## src/tans_pkg.sv

```systemverilog
`default_nettype none

package tans_pkg;

    localparam int NODE_COUNT  = 1024;
    localparam int COORD_BITS  = 24;
    localparam int IDX_BITS    = 10;
    localparam int ELEM_BITS   = 16;
    localparam int VALUE_BITS  = 64;
    localparam int ADDR_BITS   = $clog2(NODE_COUNT);

    localparam int PROD_BITS   = 2 * COORD_BITS + 1;
    localparam int SUM_BITS    = 2 * COORD_BITS + 3;
    localparam int AREA_BITS   = SUM_BITS - 1;
    localparam int BIAS_BITS   = AREA_BITS + 2;

    // floor(area/3) by long division, one 16-bit digit a step
    localparam int DIGIT_BITS   = 16;
    localparam int DIV_DIGITS   = (BIAS_BITS + DIGIT_BITS - 1) / DIGIT_BITS;
    localparam int DIV_BITS     = DIV_DIGITS * DIGIT_BITS;
    localparam int RECIP3_SHIFT = DIGIT_BITS + 3;
    localparam int RECIP3       = (2 ** RECIP3_SHIFT + 2) / 3;
    localparam logic [DIV_BITS-1:0] DIV_BIAS = DIV_BITS'(3) << (AREA_BITS - 1);

    localparam int QUEUE_BITS  = 2;
    localparam int QUEUE_DEPTH = 2 ** QUEUE_BITS;

    typedef enum logic [1:0] {
        REQ_LOAD = 2'd0,
        REQ_TRI  = 2'd1,
        REQ_READ = 2'd2
    } t_req;

    typedef struct packed {
        t_req                         req_type;
        logic [IDX_BITS-1:0]          node_index;
        logic signed [COORD_BITS-1:0] coord_x;
        logic signed [COORD_BITS-1:0] coord_y;
        logic [IDX_BITS-1:0]          vertex_a;
        logic [IDX_BITS-1:0]          vertex_b;
        logic [IDX_BITS-1:0]          vertex_c;
        logic [ELEM_BITS-1:0]         element_index;
    } t_in_word;

    typedef struct packed {
        t_req                         result_kind;
        logic [ELEM_BITS-1:0]         out_element;
        logic [IDX_BITS-1:0]          out_node;
        logic signed [VALUE_BITS-1:0] value;
        logic                         saturated;
    } t_out_word;

    typedef struct packed {
        t_req                           kind;
        logic [IDX_BITS-1:0]            node;
        logic [ELEM_BITS-1:0]           elem;
        logic signed [AREA_BITS-1:0]    area;
        logic signed [AREA_BITS-1:0]    share;
        logic [2:0][IDX_BITS-1:0]       verts;
    } t_job;

    function automatic logic node_ok(input logic [IDX_BITS-1:0] idx);
        return (32'(idx) < 32'(NODE_COUNT));
    endfunction

    function automatic logic [ADDR_BITS-1:0] node_addr(input logic [IDX_BITS-1:0] idx);
        return ADDR_BITS'(idx);
    endfunction

endpackage

`default_nettype wire

```

## src/tans_queue.sv

```systemverilog
`default_nettype none

module tans_queue import tans_pkg::*; (
    input  var logic i_clk,
    input  var logic i_rst_n,
    input  var logic i_push,
    input  var t_job i_job,
    output logic     o_full,
    input  var logic i_pop,
    output logic     o_valid,
    output t_job     o_job
);

    t_job                  r_mem [QUEUE_DEPTH];
    logic [QUEUE_BITS-1:0] r_wp;
    logic [QUEUE_BITS-1:0] r_rp;
    logic [QUEUE_BITS:0]   r_count;

    assign o_full  = (r_count == (QUEUE_BITS+1)'(QUEUE_DEPTH));
    assign o_valid = (r_count != '0);
    assign o_job   = r_mem[r_rp];

    always_ff @(posedge i_clk) begin
        if (i_push) begin
            r_mem[r_wp] <= i_job;
        end
    end

    always_ff @(posedge i_clk) begin
        if (!i_rst_n) begin
            r_wp    <= '0;
            r_rp    <= '0;
            r_count <= '0;
        end else begin
            if (i_push) begin
                r_wp <= r_wp + 1'b1;
            end
            if (i_pop) begin
                r_rp <= r_rp + 1'b1;
            end
            if (i_push && !i_pop) begin
                r_count <= r_count + 1'b1;
            end else if (!i_push && i_pop) begin
                r_count <= r_count - 1'b1;
            end
        end
    end

endmodule

`default_nettype wire

```

## config.mk

```make
export PLATFORM = sky130hd
export DESIGN_NAME = tans_queue
export DESIGN_NICKNAME = d
export VERILOG_FILES = /design/src/tans_pkg.sv /design/src/tans_queue.sv
export SDC_FILE = /design/constraint.sdc
export NUM_CORES = 1
export LEC_CHECK = 0
export BUFFER_PORTS_ARGS = -buffer_cell sky130_fd_sc_hd__buf_4
export CAP_MARGIN = 40
export CORE_MARGIN = 1.5
export CORE_UTILIZATION = 45
export DETAILED_ROUTE_END_ITERATION = 8
export PLACE_DENSITY_LB_ADDON = 0.08
export SETUP_SLACK_MARGIN = 0.4
export SYNTH_ARGS = -nofsm -noshare
export SYNTH_HDL_FRONTEND = slang
export SYNTH_SLANG_ARGS = --single-unit
```

## constraint.sdc

```tcl
create_clock -name i_clk -period 6.5 [get_ports i_clk]
set_clock_uncertainty 0.05 [all_clocks]
set_input_delay 1.3 -clock i_clk [delete_from_list [all_inputs] [get_ports i_clk]]
set_output_delay 1.3 -clock i_clk [all_outputs]
set_load 0.05 [all_outputs]
```

==> impl_metrics.tcl <==
set metrics [dict create \
    syn_nets 1037 \
    fp.dieH_um 230 \
    drv_cap 0 \
    start_kind "flop" \
    synth_top_family_by_area "multiplexers" \
    min-delay-start "r_count[2]" \
    crit_fanout 49 \
    start_util_pct 45.4 \
    fin_nets 1409 \
    outcome "complete, no violations" \
    antenna_found_initial 7 \
    yosys-top-cells-area "edfxtp_1, mux4_2, dfxtp_1" \
    ys_ff_latch 641 \
    regToRegStartpoint "r_wp[0]" \
    die-area_um2 53000 \
    fin_cells 1968 \
    diodes 0 \
    wl_um 46700 \
    drc 0 \
    ys.flop_type "edfxtp_1" \
    dp_slack_ns 2.84 \
    required_ns 5.15 \
    period_share_pct 65.0 \
    synth_fa_ha_area_share_pct 0.355 \
    slew_viol_final 0 \
    postRouteAntennaNets 0 \
    cp_slowest_cell "dfxtp_4" \
    postCtsHoldBufs 0 \
    ios 322 \
    arrival_ns 2.88 \
    hpwl_um 27600 \
    synth_edf_count 632 \
    post_synth_and_or_nand_nor_area_fraction_pct 0.398 \
    avgViaCountPerCell 5.22 \
    crit_chain "buf_4, mux4_2, buf_4" \
    htreeDepth 3 \
    slew_headroom_pct 44.9 \
    setup_ws_ns 2.27 \
    synth.top_cell.area_share_pct 81.6 \
    crit_buf_inv 2 \
    cts_buffer_depth 3 \
    power.leakage_nw 9.55 \
    rsz0062_at_grt "no" \
    cts-root-buf "clkbuf_16" \
    path_common_cell "buf_4" \
    min_period_ns 4.23 \
    die_w_um 230 \
    core-area_um2 51200 \
    syn_area_per_cell_um2 26.8 \
    cts_tree "built" \
    synth_xor_area_share_pct 0.188 \
    ys_seq_area_share_pct 82.4 \
    p_total_mw 9.74 \
    critPathTopFamily "buffers and inverters" \
    cts_setup_buffers 0 \
    gp_congestion 0.693 \
    yosys_warnings 0 \
    firstDrtPassIters 5 \
    clk_pin_slew_ns 0.06 \
    worst_pin_slew_ns 0.827 \
    clock_latency_ns 0.58 \
    cts_buffers 67 \
    grt_use_total_pct 17.9 \
    cts_resized 0 \
    yosysTopAreaCell "edfxtp_1" \
    dr_total_vias 10265 \
    hold_viol 0 \
    critPathKind "flop to output port" \
    dp_cells 1852 \
    grt_pass1_wl_um 69700 \
    syn_to_final_growth_pct 22.8 \
    ir_worst_vdd_mv 0.185 \
    async_flop_share_pct 0 \
    io_buffers 321 \
    netlist_area_um2 23300 \
    grt_max_degree 86 \
    core.rowCount 83 \
    synthMuxAreaShare_pct 15.4 \
    synth_cell_type_count 19 \
    overflow 0 \
    clock-sinks 641 \
    fin_setup_tns_ns 0 \
    drive_above_1_share_pct 45.8 \
    hold_ws_ns 0.482 \
    max_clock_freq_ghz 0.237 \
    grt_pass1_vias 10846 \
    end_kind "output port" \
    wire_per_inst_um 23.7 \
    power_density_nw_per_um2 341 \
    drtIter0Drc 591 \
    synth_compound_area_share_pct 0.0538 \
    hp-class "flop to flop" \
    netlist_instances 869 \
    setup_viol_count_final 0 \
    max_stage_delay_ns 0.88 \
]
[layout by cell type (no fill, tap or decap), drive strengths merged, types with 2 or more instances in the layout]
| cell type | netlist | routed |
|---|---|---|
| edfxtp | 632 | 632 |
| buf | 32 | 339 |
| mux4 | 158 | 158 |
| clkbuf | 4 | 93 |
| clkinv | 0 | 22 |
| dfxtp | 9 | 9 |
| and2 | 9 | 9 |
| ha | 5 | 5 |
| inv | 4 | 5 |
| xor2 | 3 | 3 |
| or3 | 2 | 2 |
| xnor2 | 2 | 2 |
| mux2i | 2 | 2 |
| nor2b | 2 | 2 |
[kinds of logic after synthesis]
family,Yosys count
compound gates,2
xor+xnor,5
simple gates,15
fa+ha+maj,6
flops,641
buf+inv,40
mux,160
[power breakdown]
part | leakage (nW) | total [mW] | switching (mW) | internal (mW)
Clock | 0.982 | 3.47 | 1.46 | 2.01
Sequential | 5.88 | 4.81 | 0.0573 | 4.75
Combinational | 2.68 | 1.46 | 0.950 | 0.511
Total | 9.55 | 9.74 | 2.46 | 7.28
[routing by layer]
layer  part of all wire (%)  vias to the layer above  track usage (%)
li1                       -                     4516                -
met3                    7.1                       65             5.75
met4                    1.6                       14             5.09
met2                     49                      257             28.1
met1                     42                     5413             24.3
met5                   0.17                        -                0
[state kept, by name (all words and copies together), names as in the netlist, named ones only]
| name | flops |
|---|---|
| r_mem | 632 |
| r_wp | 2 |
| r_count | 3 |
| r_rp | 2 |
[per-stage QoR]
stage	utilization (%)	cell area (um^2)
after floorplan	-	23300
after global placement	51.7	26500
after detailed placement	51.9	26600
after CTS	55.8	28500
after global routing	55.8	28500
final	55.8	28500
[synth_stat cells, drive strengths merged, types with 3 or more instances]
library cell,count
ha,5
clkbuf,4
and2,9
mux4,158
xor2,3
inv,4
buf,32
dfxtp,9
edfxtp,632
[worst register-to-register path: stages (launching register included)]
cell	delay, ns
dfxtp_1	0.35
inv_1	0.10
ha_1	0.15
and2_4	0.39
buf_12	0.27
buf_4	0.49
[final cells by class]
class	count	area, um^2
Fill cell	3879	22700
Sequential cell	641	19200
Multi-Input combinational cell	188	3820
Timing Repair Buffer	339	2710
Clock buffer	93	1880
Tap cell	680	851
Clock inverter	23	108
Inverter	4	15.0
[final timing paths]
path | endpoint | cells after the start | slack (ns)
setup reg to reg | r_mem[2][104] | 5 | 4.31
setup / recovery | o_job[121] | 3 | 2.27
hold / removal | r_count[2] | 2 | 0.48
hold reg to reg | r_count[2] | 2 | 0.48
(Power assumes the default switching activity.)
